**config.mk**
```make
export PLATFORM = sky130hd
export DESIGN_NAME = rpa_ctrl_flat
export DESIGN_NICKNAME = d
export VERILOG_FILES = /design/src/rtl/rpa_pkg.sv /design/src/rtl/rpa_req_if.sv /design/src/rtl/rpa_rsp_if.sv /design/src/rtl/rpa_ctrl.sv /design/src/flat_wrapper.sv
export SDC_FILE = /design/constraint.sdc
export NUM_CORES = 1
export LEC_CHECK = 0
export BUFFER_PORTS_ARGS = -buffer_cell sky130_fd_sc_hd__buf_2
export CELL_PAD_IN_SITES_DETAIL_PLACEMENT = 1
export CELL_PAD_IN_SITES_GLOBAL_PLACEMENT = 2
export CORE_MARGIN = 8
export CORE_UTILIZATION = 28
export CTS_CLUSTER_SIZE = 40
export DETAILED_ROUTE_END_ITERATION = 8
export PLACE_DENSITY = 0.83
export SYNTH_ARGS = -nofsm -noshare
export SYNTH_HDL_FRONTEND = slang
export SYNTH_SLANG_ARGS = --single-unit
export TNS_END_PERCENT = 1
```
**constraint.sdc**
```tcl
create_clock -name clock -period 2.82 [get_ports clock]
set_input_delay 0.141 -clock clock [delete_from_list [all_inputs] [get_ports clock]]
set_output_delay 0.141 -clock clock [all_outputs]
set_load 0.01 [all_outputs]
```
**src/rtl/rpa_pkg.sv**
```systemverilog
package rpa_pkg;

   localparam int NUM_PAGES  = 32768;
   localparam int PAGE_SIZE  = 4096;
   localparam int PAGE_BITS  = $clog2(PAGE_SIZE);

   localparam int ADDR_W     = 32;
   localparam int PAGE_W     = ADDR_W - PAGE_BITS;
   localparam int BASE_W     = 20;
   localparam int TOP_W      = 21;
   localparam int CSR_IDX_W  = 1;
   localparam int CSR_DATA_W = 21;
   localparam int REF_W      = 8;

   localparam int SLOT_W     = $clog2(NUM_PAGES);
   localparam int CNT_W      = $clog2(NUM_PAGES + 1);
   // wide enough for page numbers, both bounds and their difference
   localparam int CMP_W      = ((PAGE_W > TOP_W) ? PAGE_W : TOP_W) + 2;

   localparam logic [REF_W-1:0]  REF_MAX        = {REF_W{1'b1}};
   localparam logic [BASE_W-1:0] BASE_RESET     = BASE_W'(524288);
   localparam logic [TOP_W-1:0]  TOP_RESET      = TOP_W'(557056);

   localparam logic [CSR_IDX_W-1:0] REG_BASE_PAGE = CSR_IDX_W'(0);
   localparam logic [CSR_IDX_W-1:0] REG_TOP_PAGE  = CSR_IDX_W'(1);

   typedef enum logic [1:0] {
      FN_ALLOC   = 2'd0,
      FN_FREE    = 2'd1,
      FN_ADDREF  = 2'd2,
      FN_REBUILD = 2'd3
   } func_type;

   typedef enum logic [1:0] {
      ST_OK       = 2'd0,
      ST_EMPTY    = 2'd1,
      ST_BAD_ADDR = 2'd2,
      ST_ZERO     = 2'd3
   } status_type;

   typedef enum logic {
      CS_IDLE,
      CS_EXEC
   } ctl_state_type;

   typedef struct packed {
      logic              rd;
      logic              pop;
      logic              push;
      logic [SLOT_W-1:0] push_slot;
      logic              rebuild;
      logic [CNT_W-1:0]  rebuild_n;
   } stk_cmd_type;

   typedef struct packed {
      logic [CNT_W-1:0]  count;
      logic [SLOT_W-1:0] rd_slot;
   } stk_stat_type;

   typedef struct packed {
      logic              rd;
      logic [SLOT_W-1:0] rd_addr;
      logic              wr;
      logic [SLOT_W-1:0] wr_addr;
      logic [REF_W-1:0]  wr_data;
      logic              clear;
   } cnt_cmd_type;

   typedef struct packed {
      logic [REF_W-1:0] rd_data;
      logic             busy;
   } cnt_stat_type;

endpackage

```
**src/rtl/rpa_req_if.sv**
```systemverilog
interface rpa_req_if;
   import rpa_pkg::*;

   logic              valid;
   logic              ready;
   func_type          func;
   logic [ADDR_W-1:0] phys_addr;

   modport source (output valid, output func, output phys_addr, input ready);
   modport sink   (input valid, input func, input phys_addr, output ready);
endinterface

```
**src/rtl/rpa_rsp_if.sv**
```systemverilog
interface rpa_rsp_if;
   import rpa_pkg::*;

   logic              valid;
   logic              ready;
   status_type        status;
   logic [ADDR_W-1:0] page_addr;
   logic [REF_W-1:0]  ref_count;
   logic              released;

   modport source (output valid, output status, output page_addr, output ref_count,
                   output released, input ready);
   modport sink   (input valid, input status, input page_addr, input ref_count,
                   input released, output ready);
endinterface

```
**src/rtl/rpa_ctrl.sv**
```systemverilog
module rpa_ctrl (
   input  logic                       clock,
   input  logic                       reset,
   rpa_req_if.sink                    req_chan,
   rpa_rsp_if.source                  rsp_chan,
   input  logic                       csr_we,
   input  logic [rpa_pkg::CSR_IDX_W-1:0]  csr_index,
   input  logic [rpa_pkg::CSR_DATA_W-1:0] csr_wdata,
   output rpa_pkg::stk_cmd_type       stk_cmd,
   input  rpa_pkg::stk_stat_type      stk_stat,
   output rpa_pkg::cnt_cmd_type       cnt_cmd,
   input  rpa_pkg::cnt_stat_type      cnt_stat
);
   import rpa_pkg::*;

   ctl_state_type state_ff, state_in;

   logic [BASE_W-1:0] base_ff, base_in;
   logic [TOP_W-1:0]  top_ff, top_in;

   func_type          func_ff, func_in;
   logic [SLOT_W-1:0] slot_ff, slot_in;
   logic              bad_ff, bad_in;
   logic              empty_ff, empty_in;

   logic              rsp_valid_ff, rsp_valid_in;
   status_type        rsp_status_ff, rsp_status_in;
   logic [ADDR_W-1:0] rsp_page_addr_ff, rsp_page_addr_in;
   logic [REF_W-1:0]  rsp_ref_count_ff, rsp_ref_count_in;
   logic              rsp_released_ff, rsp_released_in;

   logic              accept;
   logic              out_free;

   // address check on the incoming request
   logic [CMP_W-1:0]  page_ext, base_ext, top_ext, page_diff, bound_diff;
   logic              addr_ok;
   logic [CNT_W-1:0]  rebuild_n;

   logic [REF_W-1:0]  cur_count, dec_count, inc_count;
   logic [ADDR_W-1:0] alloc_addr;

   assign page_ext   = CMP_W'(req_chan.phys_addr[ADDR_W-1:PAGE_BITS]);
   assign base_ext   = CMP_W'(base_ff);
   assign top_ext    = CMP_W'(top_ff);
   assign page_diff  = page_ext - base_ext;
   assign bound_diff = top_ext - base_ext;

   assign addr_ok = (req_chan.phys_addr[PAGE_BITS-1:0] == '0) && (page_ext >= base_ext)
                 && (page_ext < top_ext) && (page_diff < CMP_W'(NUM_PAGES));

   always_comb begin
      if (top_ext <= base_ext) begin
         rebuild_n = '0;
      end else if (bound_diff > CMP_W'(NUM_PAGES)) begin
         rebuild_n = CNT_W'(NUM_PAGES);
      end else begin
         rebuild_n = bound_diff[CNT_W-1:0];
      end
   end

   assign cur_count  = cnt_stat.rd_data;
   assign dec_count  = cur_count - REF_W'(1);
   assign inc_count  = (cur_count == REF_MAX) ? cur_count : cur_count + REF_W'(1);
   assign alloc_addr = (ADDR_W'(base_ff) + ADDR_W'(stk_stat.rd_slot)) << PAGE_BITS;

   assign req_chan.ready = (state_ff == CS_IDLE) && !cnt_stat.busy;
   assign accept         = req_chan.valid && req_chan.ready;
   assign out_free       = !rsp_valid_ff || rsp_chan.ready;

   always_comb begin
      base_in = base_ff;
      top_in  = top_ff;
      if (csr_we) begin
         case (csr_index)
            REG_BASE_PAGE: base_in = csr_wdata[BASE_W-1:0];
            REG_TOP_PAGE:  top_in  = csr_wdata[TOP_W-1:0];
            default: ;
         endcase
      end
   end

   always_comb begin
      state_in         = state_ff;
      func_in          = func_ff;
      slot_in          = slot_ff;
      bad_in           = bad_ff;
      empty_in         = empty_ff;
      stk_cmd          = '0;
      cnt_cmd          = '0;
      rsp_valid_in     = rsp_valid_ff && !rsp_chan.ready;
      rsp_status_in    = rsp_status_ff;
      rsp_page_addr_in = rsp_page_addr_ff;
      rsp_ref_count_in = rsp_ref_count_ff;
      rsp_released_in  = rsp_released_ff;

      case (state_ff)
         CS_IDLE: begin
            if (accept) begin
               func_in  = req_chan.func;
               slot_in  = page_diff[SLOT_W-1:0];
               bad_in   = !addr_ok;
               empty_in = stk_stat.count == '0;
               state_in = CS_EXEC;
               case (req_chan.func)
                  FN_ALLOC: begin
                     stk_cmd.rd = stk_stat.count != '0;
                  end
                  FN_FREE, FN_ADDREF: begin
                     cnt_cmd.rd      = addr_ok;
                     cnt_cmd.rd_addr = page_diff[SLOT_W-1:0];
                  end
                  FN_REBUILD: begin
                     stk_cmd.rebuild   = 1'b1;
                     stk_cmd.rebuild_n = rebuild_n;
                     cnt_cmd.clear     = 1'b1;
                  end
                  default: ;
               endcase
            end
         end

         CS_EXEC: begin
            // rebuild answers once the count sweep has finished
            if (out_free && !(func_ff == FN_REBUILD && cnt_stat.busy)) begin
               state_in         = CS_IDLE;
               rsp_valid_in     = 1'b1;
               rsp_status_in    = ST_OK;
               rsp_page_addr_in = '0;
               rsp_ref_count_in = '0;
               rsp_released_in  = 1'b0;
               case (func_ff)
                  FN_ALLOC: begin
                     if (empty_ff) begin
                        rsp_status_in = ST_EMPTY;
                     end else begin
                        stk_cmd.pop      = 1'b1;
                        cnt_cmd.wr       = 1'b1;
                        cnt_cmd.wr_addr  = stk_stat.rd_slot;
                        cnt_cmd.wr_data  = REF_W'(1);
                        rsp_page_addr_in = alloc_addr;
                        rsp_ref_count_in = REF_W'(1);
                     end
                  end
                  FN_FREE: begin
                     if (bad_ff) begin
                        rsp_status_in = ST_BAD_ADDR;
                     end else if (cur_count == '0) begin
                        rsp_status_in = ST_ZERO;
                     end else begin
                        cnt_cmd.wr       = 1'b1;
                        cnt_cmd.wr_addr  = slot_ff;
                        cnt_cmd.wr_data  = dec_count;
                        rsp_ref_count_in = dec_count;
                        if (dec_count == '0 && stk_stat.count != CNT_W'(NUM_PAGES)) begin
                           stk_cmd.push      = 1'b1;
                           stk_cmd.push_slot = slot_ff;
                           rsp_released_in   = 1'b1;
                        end
                     end
                  end
                  FN_ADDREF: begin
                     if (bad_ff) begin
                        rsp_status_in = ST_BAD_ADDR;
                     end else begin
                        cnt_cmd.wr       = 1'b1;
                        cnt_cmd.wr_addr  = slot_ff;
                        cnt_cmd.wr_data  = inc_count;
                        rsp_ref_count_in = inc_count;
                     end
                  end
                  FN_REBUILD: ;
                  default: ;
               endcase
            end
         end

         default: state_in = CS_IDLE;
      endcase
   end

   always_ff @(posedge clock) begin
      if (reset) begin
         state_ff     <= CS_IDLE;
         rsp_valid_ff <= 1'b0;
         base_ff      <= BASE_RESET;
         top_ff       <= TOP_RESET;
      end else begin
         state_ff     <= state_in;
         rsp_valid_ff <= rsp_valid_in;
         base_ff      <= base_in;
         top_ff       <= top_in;
      end
   end

   always_ff @(posedge clock) begin
      func_ff          <= func_in;
      slot_ff          <= slot_in;
      bad_ff           <= bad_in;
      empty_ff         <= empty_in;
      rsp_status_ff    <= rsp_status_in;
      rsp_page_addr_ff <= rsp_page_addr_in;
      rsp_ref_count_ff <= rsp_ref_count_in;
      rsp_released_ff  <= rsp_released_in;
   end

   assign rsp_chan.valid     = rsp_valid_ff;
   assign rsp_chan.status    = rsp_status_ff;
   assign rsp_chan.page_addr = rsp_page_addr_ff;
   assign rsp_chan.ref_count = rsp_ref_count_ff;
   assign rsp_chan.released  = rsp_released_ff;

   a_no_accept_clearing: assert property (@(posedge clock) disable iff (reset)
      cnt_stat.busy |-> !req_chan.ready)
      else $error("request taken during count clearing");

   a_released_zero: assert property (@(posedge clock) disable iff (reset)
      (rsp_valid_ff && rsp_released_ff) |->
         (rsp_status_ff == ST_OK && rsp_ref_count_ff == '0))
      else $error("released page with nonzero count or error status");

   a_rebuild_waits: assert property (@(posedge clock) disable iff (reset)
      (state_ff == CS_EXEC && func_ff == FN_REBUILD && cnt_stat.busy) |=>
         state_ff == CS_EXEC)
      else $error("rebuild answered before count clearing finished");

endmodule

```
**src/flat_wrapper.sv**
```systemverilog
// flat-port wrapper written by rule: the top's interface ports become plain ports
module rpa_ctrl_flat import rpa_pkg::*;
  (clock, reset, csr_we, csr_index, csr_wdata, stk_cmd, stk_stat, cnt_cmd, cnt_stat, req_chan_valid, req_chan_func, req_chan_phys_addr, req_chan_ready, rsp_chan_valid, rsp_chan_status, rsp_chan_page_addr, rsp_chan_ref_count, rsp_chan_released, rsp_chan_ready);
  rpa_req_if req_chan_i ();
  rpa_rsp_if rsp_chan_i ();
  input  logic clock;
  input  logic reset;
  input  logic csr_we;
  input  logic [rpa_pkg::CSR_IDX_W-1:0] csr_index;
  input  logic [rpa_pkg::CSR_DATA_W-1:0] csr_wdata;
  output rpa_pkg::stk_cmd_type stk_cmd;
  input  rpa_pkg::stk_stat_type stk_stat;
  output rpa_pkg::cnt_cmd_type cnt_cmd;
  input  rpa_pkg::cnt_stat_type cnt_stat;
  input wire logic [$bits(req_chan_i.valid)-1:0] req_chan_valid;
  input wire logic [$bits(req_chan_i.func)-1:0] req_chan_func;
  input wire logic [$bits(req_chan_i.phys_addr)-1:0] req_chan_phys_addr;
  output wire logic [$bits(req_chan_i.ready)-1:0] req_chan_ready;
  output wire logic [$bits(rsp_chan_i.valid)-1:0] rsp_chan_valid;
  output wire logic [$bits(rsp_chan_i.status)-1:0] rsp_chan_status;
  output wire logic [$bits(rsp_chan_i.page_addr)-1:0] rsp_chan_page_addr;
  output wire logic [$bits(rsp_chan_i.ref_count)-1:0] rsp_chan_ref_count;
  output wire logic [$bits(rsp_chan_i.released)-1:0] rsp_chan_released;
  input wire logic [$bits(rsp_chan_i.ready)-1:0] rsp_chan_ready;
  assign req_chan_i.valid = req_chan_valid;
  assign req_chan_i.func = req_chan_func;
  assign req_chan_i.phys_addr = req_chan_phys_addr;
  assign req_chan_ready = req_chan_i.ready;
  assign rsp_chan_valid = rsp_chan_i.valid;
  assign rsp_chan_status = rsp_chan_i.status;
  assign rsp_chan_page_addr = rsp_chan_i.page_addr;
  assign rsp_chan_ref_count = rsp_chan_i.ref_count;
  assign rsp_chan_released = rsp_chan_i.released;
  assign rsp_chan_i.ready = rsp_chan_ready;
  rpa_ctrl u_core (.clock(clock), .reset(reset), .req_chan(req_chan_i), .rsp_chan(rsp_chan_i), .csr_we(csr_we), .csr_index(csr_index), .csr_wdata(csr_wdata), .stk_cmd(stk_cmd), .stk_stat(stk_stat), .cnt_cmd(cnt_cmd), .cnt_stat(cnt_stat));
endmodule
```
==> results of run 1 <==
-- layer usage --
metal,vias up,part of all wire
met3,43,0.045
met1,4216,0.46
met5,-,0.0016
met4,8,0.021
li1,4435,-
met2,172,0.47
-- metrics by stage --
step	hold slack, ns	cell area (um2)
after global routing	0.0206	11900
after global placement	0.353	11100
final	0.0149	11900
after CTS	0.00470	11700
after detailed placement	0.356	11100
after floorplan	0.240	8250
-- power by group --
| part | total [mW] | leakage, nW | internal [mW] | switching, mW |
|---|---|---|---|---|
| combinational | 1.89 | 4.53 | 0.911 | 0.977 |
| clock | 1.33 | 0.159 | 0.748 | 0.579 |
| sequential | 1.55 | 0.822 | 1.51 | 0.0419 |
| total | 4.76 | 5.51 | 3.17 | 1.60 |
-- path summary, 6_finish.rpt --
check | start | endpoint | slack [ns]
hold / removal | csr_wdata[20] | u_core.top_ff[20]$_SDFFE_PP0P_ | 0.01
hold reg to reg | u_core.top_ff[9]$_SDFFE_PP0P_ | u_core.top_ff[9]$_SDFFE_PP0P_ | 0.50
setup / recovery | u_core.base_ff[0]$_SDFFE_PP0P_ | cnt_cmd[40] | -0.81
setup reg to reg | u_core.base_ff[0]$_SDFFE_PP0P_ | u_core.bad_ff$_DFFE_PP_ | -0.43
-- final cells by class --
| cell class | count | area share |
|---|---|---|
| well taps | 384 | 0.0403 |
| clock buffers | 10 | 0.0210 |
| inverters | 72 | 0.0227 |
| repair buffers | 426 | 0.231 |
| flip-flops and latches | 93 | 0.199 |
| multi-input cells | 805 | 0.481 |
| clock inverters | 6 | 0.00566 |
| diodes | 2 | 0.000420 |
-- logic make-up after synthesis --
| group | Yosys count | synth area share |
|---|---|---|
| flops | 93 | 0.289 |
| compound gates | 268 | 0.220 |
| xor+xnor | 36 | 0.0386 |
| buf+inv | 125 | 0.0675 |
| fa+ha+maj | 83 | 0.130 |
| mux | 4 | 0.00566 |
| other cells | 1 | 0.000459 |
| simple gates | 402 | 0.249 |
-- sequential cells by signal, indices dropped and copies added, names as in the netlist --
signal and count:
u_core.bad_ff 1, u_core.top_ff 21, u_core.rsp_chan.page_addr 20, u_core.rsp_chan.valid 1
u_core.rsp_chan.ref_count 8, u_core.state_ff 1, u_core.empty_ff 1, u_core.func_ff 2
u_core.rsp_chan.released 1, u_core.base_ff 20, u_core.rsp_chan.status 2, u_core.slot_ff 15
-- timing repair --
action | in CTS | in global routing
pin swaps | 14 | 16
setup endpoints to repair | 27 | 30
hold buffers | 3 | 0
resized for setup | 40 | 45
hold endpoints to repair | 3 | 0
buffers inserted | 9 | 1
-- worst max-delay path, stage by stage (launching register included) --
cell and delay, ns:
dfxtp_4 0.37, ha_2 0.20, inv_1 0.07, fa_2 0.36, a211oi_2 0.24, o211ai_1 0.21, a31oi_2 0.29, o21bai_2 0.13
mux2i_1 0.13, or3_1 0.33, a311o_1 0.31, nor4b_2 0.23, buf_4 0.15, buf_2 0.12
-- placed cells by master, fill, tap and decap left out, types with 19 or more instances in the layout --
cell type / count
xnor2_1: 19
buf_2: 207
and3_1: 39
buf_4: 205
edfxtp_1: 50
a21oi_1: 83
nand2_1: 128
inv_1: 67
o21a_1: 19
a21o_1: 20
ha_1: 70
nor2_1: 74
dfxtp_1: 40
o21ai_0: 30
nor3_1: 25
==> qor.yml, run 1 <==
leakage_nw: 5.51
wl_per_cell_um: 18.4
numClockSinks: 93
grt_setup_unrepaired: "yes"
drc: 0
core.rowCount: 62
port_buffers: 209
numCtsBuffers: 9
hold_violations: 0
grt_max_degree: 54
yosysUniqueCellTypes: 88
gp_congestion: 0.855
register_area_um2: 2370
hp-class: "in -> reg"
synth_cells: 1012
ant_nets: 0
finish.utilization: 0.416
drive_gt1_frac: 0.382
required_ns: 2.68
first_pass_iters: 4
yosysSeqAreaShare: 0.289
grt_pass1_wl_um: 51500
clk_pin_slew_worst_paths_ns: 0.08
max_slew_margin: 0.408
ys_top_cells_by_count: "nand2_1, a21oi_1, ha_1, nor2_1, inv_1"
async_flop_share: 0
die_w_um: 187
grt_overflow_total: 0
grt.met2_usage: 0.302
crit_arrival_ns: 3.49
r2r_cells: 11
pin_count: 222
top_usage_layer: "met2"
tightest_slew_ns: 0.888
h-tree-depth: 3
cts_tree: "built"
status: "finished, violations left"
synth.area.top_cells: "edfxtp_1, ha_1, dfxtp_1, nand2_1, a21oi_1"
synth_warnings: 0
die_h_um: 187
synthFlopType: "edfxtp_1"
violations: "negative setup slack"
cts_root_buffer: "clkbuf_16"
power_density_nw_per_um2: 399
min_path_cells: 3
area_growth_pct: 46.0
dp_hpwl_um: 27200
grtUsageTotal: 0.181
post-place-cells: 1767
viasPerCell: 4.94
yosysMostFrequentCell: "nand2_1"
drv_slew: 0
grt_pass1_vias: 9480
yosysTopAreaCell: "edfxtp_1"
setup_ws_ns: -0.815
synth_top_area_frac: 0.184
syn_area_um2: 8170
cts.path.max_buffers: 2
crit_fanout: 3
p_total_mw: 4.76
multi_input_area_um2: 5740
critPathLaunchType: "flip-flop"
wl_um: 33000
dieArea_um2: 34900
synth_edf_count: 50
avgSynthCellArea_um2: 8.08
post-place-ws_ns: -0.534
layout_min_cycle_time_ns: 3.63
synth-seq-cells: 93
core_um2: 28700
final_cells: 1798
timing.setup.tns_ns: -13.32
fmax_mhz: 275
use_met1: 0.234
start_util: 0.285
finalSetupViolCount: 21
vdd_drop_max_mv: 0.200
clk_latency_ns: 0.36
initialDrtViolationCount: 379
nFillCells: 3582
final_nets: 1591
finClkSkew_ns: 0.0114
grtUsageMet3: 0.0364
maxCapViolCount: 0
period_share: 1.29
vias: 8874
antenna_found_initial: 5
end_kind: "primary output"
worstSetupPathType: "reg -> out"
(Power assumes the default switching activity.)
==> inputs of run 2 (changes only) <==
==> constraint.sdc (replaced) <==
create_clock -name clock -period 2.82 [get_ports clock]
set_input_delay 0.564 -clock clock [delete_from_list [all_inputs] [get_ports clock]]
set_output_delay 0.564 -clock clock [all_outputs]
set_load 0.01 [all_outputs]
==> run 2 against run 1 <==
Net effect:
- the flow still finishes with violations (negative setup slack)
- critical endpoint unchanged
- sequential share of layout area fell by 0.85 points
- final cell count up 3.7%
- final area grew 4.7%
- die area is the same
- via count rose by 2.9%
- first-iteration DRC count grew 7.7%
- highest routed layer unchanged
- wire length increased by 0.90%
==> qor.yml, run 2 (synthesized netlist as in run 1, its figures left out) <==
hp-class: "in -> reg"
maxCapViolCount: 0  # unchanged
critPathTopFamily: "compound AO/OA/AOI/OAI gates"
wl_per_cell_um: 17.9  # -2.7%
status: "finished, violations left"
largest_reg_flops: 21  # unchanged
tightest_slew_ns: 0.895  # +0.00760 ns
timing.setup.tns_ns: -22.97  # -9.64 ns
start_util: 0.285  # unchanged
layout_commonest_cell: "buf_4"
period_share: 1.42  # +0.135
nFillCells: 3570  # -0.34%
worstSetupPathType: "in -> out"
violations: "negative setup slack"
min_path_cells: 1  # -2
power_density_nw_per_um2: 383  # -4.1%
ant_nets: 0  # unchanged
initialDrtViolationCount: 408  # +7.7%
grt_max_degree: 44  # -19%
max_slew_margin: 0.403  # -0.00506
grtUsageTotal: 0.183  # +0.00212
first_pass_iters: 4  # unchanged
viasPerCell: 4.90  # -0.81%
wl_um: 33300  # +0.90%
h-tree-depth: 3  # unchanged
cpMaxStageDelayCell: "fa_2"
top_usage_layer: "met2"
vias: 9130  # +2.9%
crit_arrival_ns: 3.45  # -0.04 ns
setup_ws_ns: -1.20  # -0.382 ns
finClkSkew_ns: 0.0119  # +0.000536 ns
layout_min_cycle_time_ns: 4.02  # +0.382 ns
grtUsageMet3: 0.0386  # +0.00224
end_kind: "primary output"
numClockSinks: 93  # unchanged
r2r_cells: 11  # unchanged
post-place-cells: 1835  # +3.8%
critPathLaunchType: "input pin"
clk_latency_ns: 0.36  # about the same
antenna_found_initial: 11  # +6
dieArea_um2: 34900  # unchanged
final_cell_mix: "buf_4, buf_2, nand2_1, a21oi_1, nor2_1"
path_depth: 14  # +1
drc: 0  # unchanged
finalSetupViolCount: 34  # +62%
area_growth_pct: 52.8
core.rowCount: 62  # unchanged
numCtsBuffers: 9  # unchanged
final_cells: 1865  # +3.7%
pin_count: 222  # unchanged
leakage_nw: 5.85  # +6.1%
path_buf_inv: 4  # +1
grt_pass1_vias: 9653  # +1.8%
multi_input_area_um2: 5830  # +1.6%
fmax_mhz: 249  # -9.5%
use_met1: 0.231  # -0.00348
register_area_um2: 2370  # +0.21%
gp_congestion: 0.860  # +0.64%
final_nets: 1656  # +4.1%
reg2reg_slack_ns: -0.47  # -0.04 ns
hold_violations: 0  # unchanged
grt_pass1_wl_um: 51600  # +0.23%
max_stage_delay_ns: 0.36  # about the same
crit_fanout: 2  # -1
grt_setup_unrepaired: "yes"
die_w_um: 187  # unchanged
grt.met2_usage: 0.306  # +0.00351
dp_hpwl_um: 27400  # +0.71%
core_um2: 28700  # unchanged
grt_overflow_total: 0  # unchanged
vdd_drop_max_mv: 0.224  # +12%
port_buffers: 209  # unchanged
drv_slew: 0  # unchanged
cp_cell_sequence: "buf_2 > inv_1 > ha_2 > inv_1 > fa_2 > a211oi_2 > o211ai_1 > a31oi_1 > o21bai_2 > mux2i_1 > or3_1 > a311o_1 > nor4b_4 > buf_2"
cts_tree: "built"
die_h_um: 187  # unchanged
cts.path.max_buffers: 2  # unchanged
required_ns: 2.26  # -0.42 ns
top_register: "u_core.top_ff"
clk_pin_slew_worst_paths_ns: 0.06  # -0.02 ns
cts_root_buffer: "clkbuf_16"
drive_gt1_frac: 0.425  # +0.0435
run 2: cell types whose count changed in the layout (fill, tap and decap cells not counted), moves of 3 or more:
| cell | change |
|---|---|
| buf_4 | +68 |
| o21ai_0 | -6 |
| o21ai_2 | +5 |
| a21oi_1 | +4 |
| nor3_1 | -4 |
| nor3_2 | +4 |
| a21oi_2 | -3 |
| dlygate4sd3_1 | -3 |
| inv_1 | -3 |
| inv_4 | +3 |
| nor2_4 | -3 |
run 2: final timing paths:
| check | from | end |
|---|---|---|
| setup / recovery | req_chan_phys_addr[12] | cnt_cmd[40] |
| hold / removal | req_chan_func[1] | u_core.func_ff[1]$_DFFE_PP_ |
| setup reg to reg | u_core.base_ff[0]$_SDFFE_PP0P_ | u_core.bad_ff$_DFFE_PP_ |
| hold reg to reg | u_core.top_ff[19]$_SDFFE_PP1P_ | u_core.top_ff[19]$_SDFFE_PP1P_ |
run 2: per-stage QoR:
| step | power, mW | cell area (um2) | setup WS (ns) | util | hold slack, ns |
|---|---|---|---|---|---|
| 6_report | 4.78 | 12500 | -1.20 | 0.435 | 0.425 |
| 5_1_grt | 5.04 | 12500 | -1.34 | 0.435 | 0.427 |
| 4_1_cts | 4.77 | 12300 | -1.14 | 0.429 | 0.418 |
| 3_5_place_dp | 3.37 | 11600 | -1.18 | 0.403 | 0.502 |
| 3_3_place_gp | 3.31 | 11600 | -1.14 | 0.403 | 0.485 |
| 2_1_floorplan | 2.49 | 8240 | -0.709 | - | 0.445 |
run 2: where the power goes:
part           internal [mW]  total (mW)  switching, mW
sequential              1.51        1.55         0.0407
clock                  0.715        1.26          0.550
combinational          0.984        1.97          0.987
total                   3.21        4.78           1.58
run 2: worst register-to-register path: stages (launching register included):
cell	delay, ns
dfxtp_4	0.37
ha_2	0.18
inv_1	0.06
fa_2	0.36
a211oi_2	0.28
o211ai_1	0.18
a31oi_1	0.29
o21bai_2	0.13
mux2i_1	0.13
or3_1	0.32
a311o_1	0.34
or3b_4	0.41
run 2: routing by layer:
layer,vias up,share of wire
li1,4577,-
met1,4282,0.46
met2,193,0.46
met3,62,0.046
met4,16,0.031
met5,-,0.0029
run 2: what timing repair did:
| item | 4_1_cts | 5_1_grt |
|---|---|---|
| buffers inserted | 8 | 1 |
| endpoints found under the setup margin | 73 | 72 |
| hold buffers | 0 | 0 |
| pin swaps | 33 | 10 |
| resized for setup | 87 | 33 |
| cloned | 1 | 0 |
run 2: cell type report:
cell class,instances,area share
multi-input cells,805,0.467
repair buffers,491,0.258
flip-flops and latches,93,0.190
well taps,384,0.0385
inverters,72,0.0218
clock buffers,11,0.0194
clock inverters,5,0.00461
diodes,4,0.000801
